==> config.mk <==
export PLATFORM = sky130hd
export DESIGN_NAME = bmf_merge
export DESIGN_NICKNAME = d
export VERILOG_FILES = /design/src/hdl/bmf_pkg.sv /design/src/hdl/bmf_merge.sv
export SDC_FILE = /design/constraint.sdc
export NUM_CORES = 1
export LEC_CHECK = 0
export BUFFER_PORTS_ARGS = -buffer_cell sky130_fd_sc_hd__buf_2
export CAP_MARGIN = 20
export CORE_MARGIN = 2
export CORE_UTILIZATION = 35
export CTS_CLUSTER_SIZE = 24
export DETAILED_ROUTE_END_ITERATION = 8
export PLACE_DENSITY_LB_ADDON = 0.05
export SYNTH_ARGS = -nofsm -noshare
export SYNTH_HDL_FRONTEND = slang
export SYNTH_SLANG_ARGS = --single-unit
==> constraint.sdc <==
create_clock -name clk_i -period 1 [get_ports clk_i]
set_input_delay 0.25 -clock clk_i [delete_from_list [all_inputs] [get_ports clk_i]]
set_output_delay 0.25 -clock clk_i [all_outputs]
set_load 0.05 [all_outputs]
==> src/hdl/bmf_pkg.sv <==
// Shared types, constants and codes for the box mean filter.
`default_nettype none
package bmf_pkg;

  localparam int unsigned MAX_WIDTH_DEF  = 1024;
  localparam int unsigned MAX_RADIUS_DEF = 7;
  localparam int unsigned MAX_HEIGHT     = 4096;

  localparam int unsigned CH_W    = 8;
  localparam int unsigned VERT_W  = 12;
  localparam int unsigned SUM_W   = 16;
  localparam int unsigned COL_FW  = 10;
  localparam int unsigned ROW_FW  = 12;
  localparam int unsigned RAD_W   = 3;
  localparam int unsigned FW_W    = 11;
  localparam int unsigned FH_W    = 13;
  localparam int unsigned CFG_IDX_W  = 2;
  localparam int unsigned CFG_DATA_W = 13;

  localparam logic [CFG_IDX_W-1:0] REG_RADIUS       = 2'd0;
  localparam logic [CFG_IDX_W-1:0] REG_FRAME_WIDTH  = 2'd1;
  localparam logic [CFG_IDX_W-1:0] REG_FRAME_HEIGHT = 2'd2;

  localparam logic [RAD_W-1:0] RADIUS_RST = 3'd1;
  localparam logic [FW_W-1:0]  FWIDTH_RST = 11'd640;
  localparam logic [FH_W-1:0]  FHEIGHT_RST = 13'd480;

  typedef struct packed {
    logic [CH_W-1:0] pixel_ch2;
    logic [CH_W-1:0] pixel_ch1;
    logic [CH_W-1:0] pixel_ch0;
  } pix_t;

  typedef struct packed {
    logic              frame_last;
    logic [ROW_FW-1:0] center_row;
    logic [COL_FW-1:0] center_col;
    logic [CH_W-1:0]   mean_ch2;
    logic [CH_W-1:0]   mean_ch1;
    logic [CH_W-1:0]   mean_ch0;
  } res_t;

  typedef enum logic [2:0] {
    ST_CLEAR,
    ST_IDLE,
    ST_REM,
    ST_READ,
    ST_UPDATE,
    ST_DIV,
    ST_EMIT
  } ctl_state_e;

  typedef struct packed {
    logic clr;      // clear sweep write of column sums
    logic rd;       // read column sum and line entry
    logic upd;      // write back, update window sum, load divider
    logic div_step; // one quotient bit
    logic wr_en;    // radius nonzero: line store and column sums live
    logic y0;       // first row
    logic x0;       // first column
    logic drop_en;  // oldest row leaves the column sum
    logic sub_en;   // oldest column leaves the window sum
  } lane_ctl_t;

endpackage
`default_nettype wire

==> src/hdl/bmf_merge.sv <==
// Merge stage: joins lane means and position into the registered result word.
`default_nettype none
module bmf_merge
  import bmf_pkg::*;
(
  input  wire logic              clk_i,
  input  wire logic              rst_ni,
  input  wire logic              push_i,
  input  wire logic [CH_W-1:0]   mean0_i,
  input  wire logic [CH_W-1:0]   mean1_i,
  input  wire logic [CH_W-1:0]   mean2_i,
  input  wire logic [COL_FW-1:0] col_i,
  input  wire logic [ROW_FW-1:0] row_i,
  input  wire logic              last_i,
  output logic                   can_push_o,
  output logic                   out_valid_o,
  input  wire logic              out_ready_i,
  output res_t                   out_data_o
);

  logic valid_q;
  res_t data_q;

  assign can_push_o  = !valid_q || out_ready_i;
  assign out_valid_o = valid_q;
  assign out_data_o  = data_q;

  always_ff @(posedge clk_i or negedge rst_ni) begin
    if (!rst_ni) begin
      valid_q <= 1'b0;
    end else if (push_i) begin
      valid_q <= 1'b1;
    end else if (out_ready_i) begin
      valid_q <= 1'b0;
    end
  end

  always_ff @(posedge clk_i) begin
    if (push_i) begin
      data_q.mean_ch0   <= mean0_i;
      data_q.mean_ch1   <= mean1_i;
      data_q.mean_ch2   <= mean2_i;
      data_q.center_col <= col_i;
      data_q.center_row <= row_i;
      data_q.frame_last <= last_i;
    end
  end

endmodule
`default_nettype wire

==> qor_table.md, run 1 <==
| Metric | This run | Unit |
| --- | --- | --- |
| Cell with the largest stage delay on the worst path | sky130_fd_sc_hd__dfrtp_2 | - |
| CP startpoint kind | flip-flop | - |
| Total wire length after detailed routing | 2880 | um |
| Async SR Flop Fraction | 2.08 | % |
| Crit path buffers/inverters | 1 | - |
| Clock-pin slew on the worst setup and hold paths | 0.08 | ns |
| Fraction of layout instances using a drive strength above 1 | 69.4 | % |
| Synthesized area per cell | 29.2 | um2 |
| Post-Synthesis Cell Area | 1460 | um2 |
| Max Transition Viols Final | 0 | - |
| Area of the multi-input gates | 22.5 | um2 |
| Fraction of synthesized cell area taken by the top area cell type | 96.7 | % |
| Syn. warnings | 0 | - |
| Placement Setup Slack | 0.0183 | ns |
| RSZ-0062 raised after global routing | true | - |
| Skew final | 0 | ns |
| Library cells used by synthesis | 4 | - |
| Number of placement rows | 23 | - |
| Leading post-synthesis cells by cell area | sky130_fd_sc_hd__edfxtp_1, sky130_fd_sc_hd__dfrtp_1, sky130_fd_sc_hd__nand2b_4, sky130_fd_sc_hd__nand2b_2 | - |
| Clock tree from TritonCTS | built | - |
| Count of filler cells inserted in the layout | 302 | - |
| Critical path cell sequence | nand2b_4, buf_8 | - |
| Vias in the first global route | 900 | - |
| Slack of the critical path | -0.177 | ns |
| Comb power frac | 23.4 | % |
| Vert. Die Dim | 68.6 | um |
| Die width | 68.6 | um |
| Most common cell in the netlist | sky130_fd_sc_hd__edfxtp_1 | - |
| Core region area | 4000 | um2 |
| Clock Sinks | 48 | - |
| Tightest slew margin relative to the limit | 89.9 | % |
| Final weighted congestion in routability-driven placement | 0.711 | - |
| Internal | 3240 | uW |
| Worst skew pair latency | 0.28 | ns |
| Residual antenna-violating net count after detailed routing | 0 | - |
| Required arrival time at the worst endpoint | 0.75 | ns |
| Share of power burned in the clock network | 22.5 | % |
| Crit path DAT | 0.93 | ns |
| Kind of cell with the highest combined delay on the critical path | flip-flops | - |
| Global-route wire length before repair | 4200 | um |
| Mapped Cells | 50 | - |
| Class of the tightest hold or removal check | primary input to flip-flop | - |
| Critical path fanouts, max | 2 | - |
| Synthesized flop and latch total | 48 | - |
| Number of endpoints failing setup at the final stage | 49 | - |
| DR vias/cell | 4.21 | - |
| Actual transition at the worst max-transition pin | 0.152 | ns |
| Mapped Nets | 101 | - |
| GRT Util Overall | 13.0 | % |
| Growth of design area from synthesis to finish | 68.6 | % |
| DRC | 0 | - |
| Failing checks | negative setup slack | - |
| Fmax | 0.850 | GHz |
| Antenna violations before repair | 0 | - |
| Worst setup path class | flip-flop to output port | - |
| Effective utilization at floorplan | 36.5 | % |
| Die area | 4700 | um2 |
| Number of H-tree branching levels | 2 | - |
| Areal power density over the cells | 1850 | nW/um2 |
| Run status | complete, but fails checks | - |
| Cell leakage power | 0.00104 | uW |
| Cell type contributing the most total cell area after synthesis | sky130_fd_sc_hd__edfxtp_1 | - |
| Number of DRC markers after the initial detailed-route iteration | 43 | - |
| Final net count | 211 | - |
| Ys flop type | sky130_fd_sc_hd__edfxtp_1 | - |
| Most used standard cells in the synthesized netlist | sky130_fd_sc_hd__edfxtp_1, sky130_fd_sc_hd__dfrtp_1, sky130_fd_sc_hd__nand2b_2, sky130_fd_sc_hd__nand2b_4 | - |
| Port Buffer Count | 99 | - |
| Clock buffer count from CTS | 5 | - |
| Number of vias after detailed routing | 884 | - |
| Post-Place Cell Area | 2060 | um2 |
| Clock buffer depth | 2 | - |
| Fraction of power spent switching nets | 28.6 | % |
| Reported net switching power | 1300 | uW |
| Sequential Power Share | 54.2 | % |
| Pre-Repair DR Iteration Count | 4 | - |
| Part of the Yosys area used for sequential elements | 98.5 | % |
| Period Utilization, post-route | 118 | % |
| Overflow left after global routing | 0 | - |
| Critical path's largest stage delay | 0.43 | ns |
| Cell chosen for the clock root | sky130_fd_sc_hd__clkbuf_8 | - |
| Type of destination of the critical path | output port | - |
| Highest ir drop seen on vdd | 0.000938 | V |
| Tmin final | 1.18 | ns |
| Worst hold slack | 0.133 | ns |
| Sequential cell area | 1440 | um2 |
| Average wire per cell in the routed design | 13.7 | um |
| Cell area after layout | 2460 | um2 |
| # Max-Cap Violations | 0 | - |
| IO Count | 100 | - |
| Hold violation total from the final report | 0 | - |
| Number of flops mapped to enable cells by yosys | 47 | - |
| Count of antenna diodes in the layout | 0 | - |
| Maximum number of pins on one net before global-route repair | 29 | - |
==> registers in the layout, indices dropped and copies added (netlist names) <==
signal       flops
out_data_o      47
out_valid_o      1
==> stage by stage <==
step / instances / total power [uW] / util (%) / TNS [ns]
CTS: 210 / 4600 / 61.5 / -5.35
floorplan: 50 / 3050 / - / 0
global placement: 201 / 3330 / 51.5 / 0
global route: 210 / 4740 / 61.5 / -6.68
finish: 210 / 4540 / 61.5 / -4.44
detailed placement: 201 / 3340 / 51.5 / 0
==> cell type report <==
| type | count | share of cell area, % |
|---|---|---|
| sequential | 48 | 58.4 |
| clock buffer | 6 | 2.95 |
| tap | 50 | 2.54 |
| clock inverter | 1 | 0.203 |
| timing repair buffer | 103 | 34.9 |
| multi-input combinational | 2 | 0.916 |
==> per-layer routing <==
metal  global-route usage, %  wire length (um)  up-vias
met5                       0                 0        -
met4                    4.50                 0        0
met3                    6.17               265        0
met2                    20.9              1580       55
met1                    15.3              1030      413
li1                        -                 -      416
==> final timing paths <==
check / cells past startpoint / startpoint / slack [ns] / end
min reg2reg: 3 / out_valid_o$_DFFE_PN0P_ / 0.66 / out_valid_o$_DFFE_PN0P_
max reg2reg: 3 / out_valid_o$_DFFE_PN0P_ / 0.24 / out_valid_o$_DFFE_PN0P_
max in group asynchronous: 2 / rst_ni / 0.64 / out_valid_o$_DFFE_PN0P_
max: 2 / out_valid_o$_DFFE_PN0P_ / -0.18 / can_push_o
min in group asynchronous: 2 / rst_ni / 0.26 / out_valid_o$_DFFE_PN0P_
min: 1 / mean0_i[4] / 0.13 / out_data_o[4]$_DFFE_PP_
==> cells by family (layout without fill, tap and decap cells) <==
family | after synthesis | in the layout | synth area share, %
buffers and inverters | 0 | 110 | 0
AND/OR/NAND/NOR | 2 | 2 | 1.54
flip-flops | 48 | 48 | 98.5
==> placed cells by master, fill, tap and decap left out, drive strengths merged <==
cell	n
edfxtp	47
dlygate4sd3	1
clkinv	1
nand2b	2
dfrtp	1
clkbuf	6
buf	102
==> worst reg2reg max path, cell delays in order, from the launching register on <==
cell and delay (ns):
sky130_fd_sc_hd__dfrtp_2 0.43, sky130_fd_sc_hd__nand2b_4 0.08, sky130_fd_sc_hd__buf_4 0.11, sky130_fd_sc_hd__nand2b_2 0.04
==> power groups by stage <==
stage               logic, uW  registers [uW]  clock network (uW)
floorplan                18.1            3030                   0
global placement          872            2460                   0
detailed placement        875            2470                   0
CTS                      1070            2460                1070
global route             1110            2480                1160
finish                   1060            2460                1020
==> repair_timing <==
| item | 4_1_cts | 5_1_grt |
|---|---|---|
| endpoints found under the setup margin | 49 | 49 |
| hold buffers | 1 | 0 |
| resized for setup | 98 | 0 |
| endpoints found under the hold margin | 1 | 0 |
| buffers inserted | 1 | 0 |
Note: power is estimated with default switching activity, not from simulation.
==> run 2: changes to the inputs <==
--- a/config.mk
+++ b/config.mk
@@ -5,6 +5,7 @@
 export SDC_FILE = /design/constraint.sdc
 export NUM_CORES = 1
 export LEC_CHECK = 0
+export ABC_AREA = 1
 export BUFFER_PORTS_ARGS = -buffer_cell sky130_fd_sc_hd__buf_2
 export CAP_MARGIN = 20
 export CORE_MARGIN = 2
==> constraint.sdc (replaced) <==
create_clock -name clk_i -period 1.3 [get_ports clk_i]
set_input_delay 0.325 -clock clk_i [delete_from_list [all_inputs] [get_ports clk_i]]
set_output_delay 0.325 -clock clk_i [all_outputs]
set_load 0.05 [all_outputs]
==> qor_table.md, run 2 <==
| Metric | This run | Unit |
| --- | --- | --- |
| Run status | completed | - |
| Post-Synthesis Cell Area | 1460 | um2 |
| Placement Setup Slack | 0.215 | ns |
| Critical path's largest stage delay | 0.36 | ns |
| Part of the Yosys area used for sequential elements | 98.6 | % |
| Clock Sinks | 48 | - |
| Slack of the critical path | 0.0524 | ns |
| Cell type contributing the most total cell area after synthesis | sky130_fd_sc_hd__edfxtp_1 | - |
| Cell chosen for the clock root | sky130_fd_sc_hd__clkbuf_8 | - |
| Ys flop type | sky130_fd_sc_hd__edfxtp_1 | - |
| Hold violation total from the final report | 0 | - |
| # Max-Cap Violations | 0 | - |
| Required arrival time at the worst endpoint | 0.98 | ns |
| Pre-Repair DR Iteration Count | 4 | - |
| DP HPWL | 2130 | um |
| Final weighted congestion in routability-driven placement | 0.668 | - |
| Period Utilization, post-route | 96.0 | % |
| Number of DRC markers after the initial detailed-route iteration | 36 | - |
| Mapped Cells | 52 | - |
| Tightest slew margin relative to the limit | 82.7 | % |
| Count of antenna diodes in the layout | 0 | - |
| Number of flops mapped to enable cells by yosys | 47 | - |
| Worst hold slack | 0.203 | ns |
| Clock tree from TritonCTS | built | - |
| Most common library cell in the layout ignoring fill and taps | sky130_fd_sc_hd__buf_2 | - |
| Clock-pin slew on the worst setup and hold paths | 0.08 | ns |
| Most used standard cells in the synthesized netlist | sky130_fd_sc_hd__edfxtp_1, sky130_fd_sc_hd__inv_1, sky130_fd_sc_hd__nand2_2 | - |
| Reported net switching power | 1000 | uW |
| Crit path buffers/inverters | 1 | - |
| CP startpoint kind | flip-flop | - |
| Highest ir drop seen on vdd | 0.000873 | V |
| Max Transition Viols Final | 0 | - |
| Die area | 4690 | um2 |
| Mapped Nets | 103 | - |
| Commonest non-fill, non-tap cells in the layout | sky130_fd_sc_hd__buf_2, sky130_fd_sc_hd__edfxtp_1, sky130_fd_sc_hd__clkbuf_8 | - |
| Synthesized area per cell | 28.0 | um2 |
| Internal | 2540 | uW |
| Antenna violations before repair | 0 | - |
| Worst setup path class | flip-flop to output port | - |
| DRC | 0 | - |
| Leading post-synthesis cells by cell area | sky130_fd_sc_hd__edfxtp_1, sky130_fd_sc_hd__dfrtp_1, sky130_fd_sc_hd__nand2_2, sky130_fd_sc_hd__inv_1 | - |
| Tmin final | 1.25 | ns |
| Syn. warnings | 0 | - |
| Share of power burned in the clock network | 28.5 | % |
| Class of the tightest hold or removal check | primary input to flip-flop | - |
| Number of placement rows | 23 | - |
| Core region area | 4000 | um2 |
| Final Util | 54.7 | % |
| Critical path cell sequence | buf_2 | - |
| Maximum number of pins on one net before global-route repair | 25 | - |
| Sequential Power Share | 52.4 | % |
| Cell with the largest stage delay on the worst path | sky130_fd_sc_hd__dfrtp_1 | - |
| Total wire length after detailed routing | 2770 | um |
| Effective utilization at floorplan | 36.4 | % |
| Most common cell in the netlist | sky130_fd_sc_hd__edfxtp_1 | - |
| Average wire per cell in the routed design | 13.0 | um |
| IO Count | 100 | - |
| Final net count | 213 | - |
| Residual antenna-violating net count after detailed routing | 0 | - |
| Clock buffer count from CTS | 5 | - |
| Fraction of layout instances using a drive strength above 1 | 67.5 | % |
| Die width | 68.5 | um |
| Kind of cell with the highest combined delay on the critical path | flip-flops | - |
| Overflow left after global routing | 0 | - |
| Actual transition at the worst max-transition pin | 0.261 | ns |
| GRT Util Overall | 12.0 | % |
| Fraction of power spent switching nets | 28.2 | % |
| Number of H-tree branching levels | 2 | - |
| Number of vias after detailed routing | 858 | - |
| Synthesized flop and latch total | 48 | - |
| Max reg flops | 47 | - |
| Cell leakage power | 0.000961 | uW |
| Library cells used by synthesis | 4 | - |
| RSZ-0062 raised after global routing | false | - |
| Async SR Flop Fraction | 2.08 | % |
| Worst skew pair latency | 0.29 | ns |
| Growth of design area from synthesis to finish | 50.3 | % |
| Vias in the first global route | 858 | - |
| Crit path DAT | 0.92 | ns |
| Global-route wire length before repair | 3910 | um |
| Type of destination of the critical path | output port | - |
| Comb power frac | 19.1 | % |
| Critical path fanouts, max | 2 | - |
| Skew final | 0 | ns |
| Fraction of synthesized cell area taken by the top area cell type | 96.9 | % |
| Number of endpoints failing setup at the final stage | 0 | - |
| Clock buffer depth | 2 | - |
| Areal power density over the cells | 1620 | nW/um2 |
| DR vias/cell | 4.03 | - |
| Vert. Die Dim | 68.5 | um |
| Port Buffer Count | 99 | - |
| Total negative slack | 0 | ns |
| Fmax | 0.802 | GHz |
[run 2: cell type report]
type                    count  area [um2]
clock buffers               5        68.8
clock inverters             3        37.5
fillers                   337        1810
inverters                   2        7.51
multi-input cells           2        12.5
flip-flops and latches     48        1440
well taps                  50        62.6
repair buffers            103         563
[run 2: layer usage]
metal	up-vias	wire length, um	global-route usage (%)	share of wire [%]
met3	3	274	6.49	9.9
met5	-	0	0	0
met2	54	1460	20.1	53
met1	378	1010	13.3	36
met4	0	29	3.00	1.0
li1	423	-	-	-
[run 2: what timing repair did]
item,CTS,global route
setup buffers,0,1
setup endpoints to repair,1,1
gates resized for setup,2,1
pin swaps,0,1
hold buffers,1,0
hold endpoints to repair,1,0
[run 2: power groups by stage]
| stage | combinational [uW] | sequential (uW) | clock [uW] |
|---|---|---|---|
| floorplan | 12.7 | 2330 | 0 |
| global placement | 670 | 1890 | 0 |
| detailed placement | 674 | 1890 | 0 |
| CTS | 680 | 1860 | 1040 |
| global route | 707 | 1870 | 1120 |
| finish | 678 | 1860 | 1010 |
[run 2: logic make-up after synthesis]
logic type    Yosys count  synth area share, %
flops                  48                 98.6
simple gates            2                0.859
buf+inv                 2                0.516
[run 2: worst paths after layout]
| check | from | endpoint | slack, ns | cells past startpoint |
|---|---|---|---|---|
| max | out_valid_o$_DFFE_PN0P_ | out_valid_o | 0.05 | 1 |
| min | mean1_i[1] | out_data_o[9]$_DFFE_PP_ | 0.20 | 1 |
| max reg2reg | out_valid_o$_DFFE_PN0P_ | out_valid_o$_DFFE_PN0P_ | 0.58 | 3 |
| min reg2reg | out_valid_o$_DFFE_PN0P_ | out_valid_o$_DFFE_PN0P_ | 0.64 | 3 |
| max in group asynchronous | rst_ni | out_valid_o$_DFFE_PN0P_ | 0.88 | 2 |
| min in group asynchronous | rst_ni | out_valid_o$_DFFE_PN0P_ | 0.33 | 2 |
[run 2: through the flow]
step	total power, uW	area [um2]	std cells
floorplan	2340	1460	52
global placement	2560	2050	203
detailed placement	2570	2050	203
CTS	3580	2180	212
global route	3700	2190	213
finish	3540	2190	213
==> run 3: changes to the inputs <==
--- a/config.mk
+++ b/config.mk
@@ -8,8 +8,10 @@
 export ABC_AREA = 1
 export BUFFER_PORTS_ARGS = -buffer_cell sky130_fd_sc_hd__buf_2
 export CAP_MARGIN = 20
+export CELL_PAD_IN_SITES_DETAIL_PLACEMENT = 2
+export CELL_PAD_IN_SITES_GLOBAL_PLACEMENT = 2
 export CORE_MARGIN = 2
-export CORE_UTILIZATION = 35
+export CORE_UTILIZATION = 26
 export CTS_CLUSTER_SIZE = 24
 export DETAILED_ROUTE_END_ITERATION = 8
 export PLACE_DENSITY_LB_ADDON = 0.05
==> qor_table.md, run 3 (synthesis gave the netlist of run 2 again) <==
| Metric | This run | Unit |
| --- | --- | --- |
| Most common library cell in the layout ignoring fill and taps | sky130_fd_sc_hd__buf_2 | - |
| Type of destination of the critical path | output port | - |
| Run status | completed | - |
| Crit path buffers/inverters | 1 | - |
| Fraction of layout instances using a drive strength above 1 | 67.7 | % |
| Die width | 78.8 | um |
| Worst setup path class | flip-flop to output port | - |
| Kind of cell with the highest combined delay on the critical path | flip-flops | - |
| Cell area after layout | 2190 | um2 |
| Port Buffer Count | 99 | - |
| Total wire length after detailed routing | 3420 | um |
| Count of antenna diodes in the layout | 0 | - |
| Worst skew pair latency | 0.29 | ns |
| Skew final | 0 | ns |
| Post-Route M1 WL | 1200 | um |
| Overflow left after global routing | 0 | - |
| Final net count | 211 | - |
| Required arrival time at the worst endpoint | 0.98 | ns |
| Cell chosen for the clock root | sky130_fd_sc_hd__clkbuf_8 | - |
| Vias in the first global route | 940 | - |
| Crit path DAT | 0.94 | ns |
| Cell with the largest stage delay on the worst path | sky130_fd_sc_hd__dfrtp_1 | - |
| Number of DRC markers after the initial detailed-route iteration | 45 | - |
| Cell leakage power | 0.000950 | uW |
| Core region area | 5470 | um2 |
| Average wire per cell in the routed design | 14.7 | um |
| Residual antenna-violating net count after detailed routing | 0 | - |
| CP startpoint kind | flip-flop | - |
| RSZ-0062 raised after global routing | true | - |
| Global-route wire length before repair | 5010 | um |
| # Max-Cap Violations | 0 | - |
| Clock buffer depth | 2 | - |
| Clock tree from TritonCTS | built | - |
| DRC | 0 | - |
| Post-layout instance count excluding filler cells | 233 | - |
| Number of H-tree branching levels | 2 | - |
| Antenna violations before repair | 0 | - |
| Critical path's largest stage delay | 0.40 | ns |
| Max reg flops | 47 | - |
| Critical path fanouts, max | 2 | - |
| Hold violation total from the final report | 0 | - |
| Number of endpoints failing setup at the final stage | 0 | - |
| Maximum number of pins on one net before global-route repair | 49 | - |
| Die area | 6220 | um2 |
| IO Count | 100 | - |
| GRT Util Overall | 11.0 | % |
| Routed length on met3 | 300 | um |
| Clock buffer count from CTS | 5 | - |
| Total negative slack | 0 | ns |
| DR vias/cell | 3.89 | - |
| Post-placement cell count | 224 | - |
| Total power | 3560 | uW |
| Vert. Die Dim | 78.8 | um |
| Fmax | 0.789 | GHz |
| Tmin final | 1.27 | ns |
| Post-Place Cell Area | 2060 | um2 |
| Clock Sinks | 48 | - |
| Growth of design area from synthesis to finish | 50.5 | % |
| Final Util | 40.1 | % |
| Number of placement rows | 27 | - |
| Clock-pin slew on the worst setup and hold paths | 0.08 | ns |
| Highest metal used | met4 | - |
| Actual transition at the worst max-transition pin | 0.263 | ns |
| Effective utilization at floorplan | 26.6 | % |
| Class of the tightest hold or removal check | primary input to flip-flop | - |
| Commonest non-fill, non-tap cells in the layout | sky130_fd_sc_hd__buf_2, sky130_fd_sc_hd__edfxtp_1, sky130_fd_sc_hd__clkbuf_8 | - |
| Highest ir drop seen on vdd | 0.000774 | V |
| Number of vias after detailed routing | 907 | - |
| Tightest slew margin relative to the limit | 82.5 | % |
| Areal power density over the cells | 1630 | nW/um2 |
| Max Transition Viols Final | 0 | - |
| Critical path cell sequence | nand2_2, buf_8 | - |
| Period Utilization, post-route | 97.5 | % |
| Final weighted congestion in routability-driven placement | 0.617 | - |
| Pre-Repair DR Iteration Count | 4 | - |
| DR WL met2 | 1870 | um |
-- run 3: cell count changes in the layout (fill, tap and decap cells not counted), sizes merged --
cell    before  now
clkbuf       5    7
buf        102   99
clkinv       2    1
-- run 3: worst reg2reg max path: cells and delay by family (launching register included) --
| family | cells | cell delay [ns] |
|---|---|---|
| DFF | 1 | 0.40 |
| and+or+nand+nor | 2 | 0.15 |
-- run 3: area by class of cell --
class	instances	area, um2
tap	72	90.1
multi-input combinational	2	12.5
fill	577	3280
clock buffer	6	72.6
sequential	48	1440
timing repair buffer	101	538
inverter	2	7.51
clock inverter	2	35.0
-- run 3: path summary, 6_finish.rpt --
path                                              start  cells past startpoint                       end  slack (ns)
worst max-delay path            out_valid_o$_DFFE_PN0P_                      2                can_push_o        0.03
worst min-delay path                         mean1_i[2]                      1  out_data_o[10]$_DFFE_PP_        0.20
worst max register to register  out_valid_o$_DFFE_PN0P_                      2   out_valid_o$_DFFE_PN0P_        0.65
worst min register to register  out_valid_o$_DFFE_PN0P_                      2   out_valid_o$_DFFE_PN0P_        0.54
max in group asynchronous                        rst_ni                      2   out_valid_o$_DFFE_PN0P_        0.88
min in group asynchronous                        rst_ni                      2   out_valid_o$_DFFE_PN0P_        0.34
-- run 3: per-layer routing --
layer,vias to the layer above,global-route usage [%]
li1,417,-
met1,429,11.0
met2,54,20.1
met3,7,3.86
met4,0,5.17
met5,-,0
-- run 3: per-stage QoR --
stage,setup WS (ns),hold WS (ns)
after floorplan,0.0588,0.0294
after global placement,0.229,0.0997
after detailed placement,0.207,0.102
after CTS,0.000648,0.187
after global routing,-0.0377,0.190
final,0.0331,0.205
-- run 3: timing repair --
item,CTS,global route
gates resized for setup,2,2
setup endpoints to repair,1,2
endpoints found under the hold margin,1,0
buffers inserted,0,0
pin swaps,0,1
hold buffers,1,0
-- run 3: power by group --
part	switching, uW	total [uW]	leakage [uW]	internal, uW
Sequential	27.6	1860	0.000471	1830
Clock	459	1030	0.0000552	571
Combinational	530	676	0.000424	146
Total	1020	3560	0.000950	2550
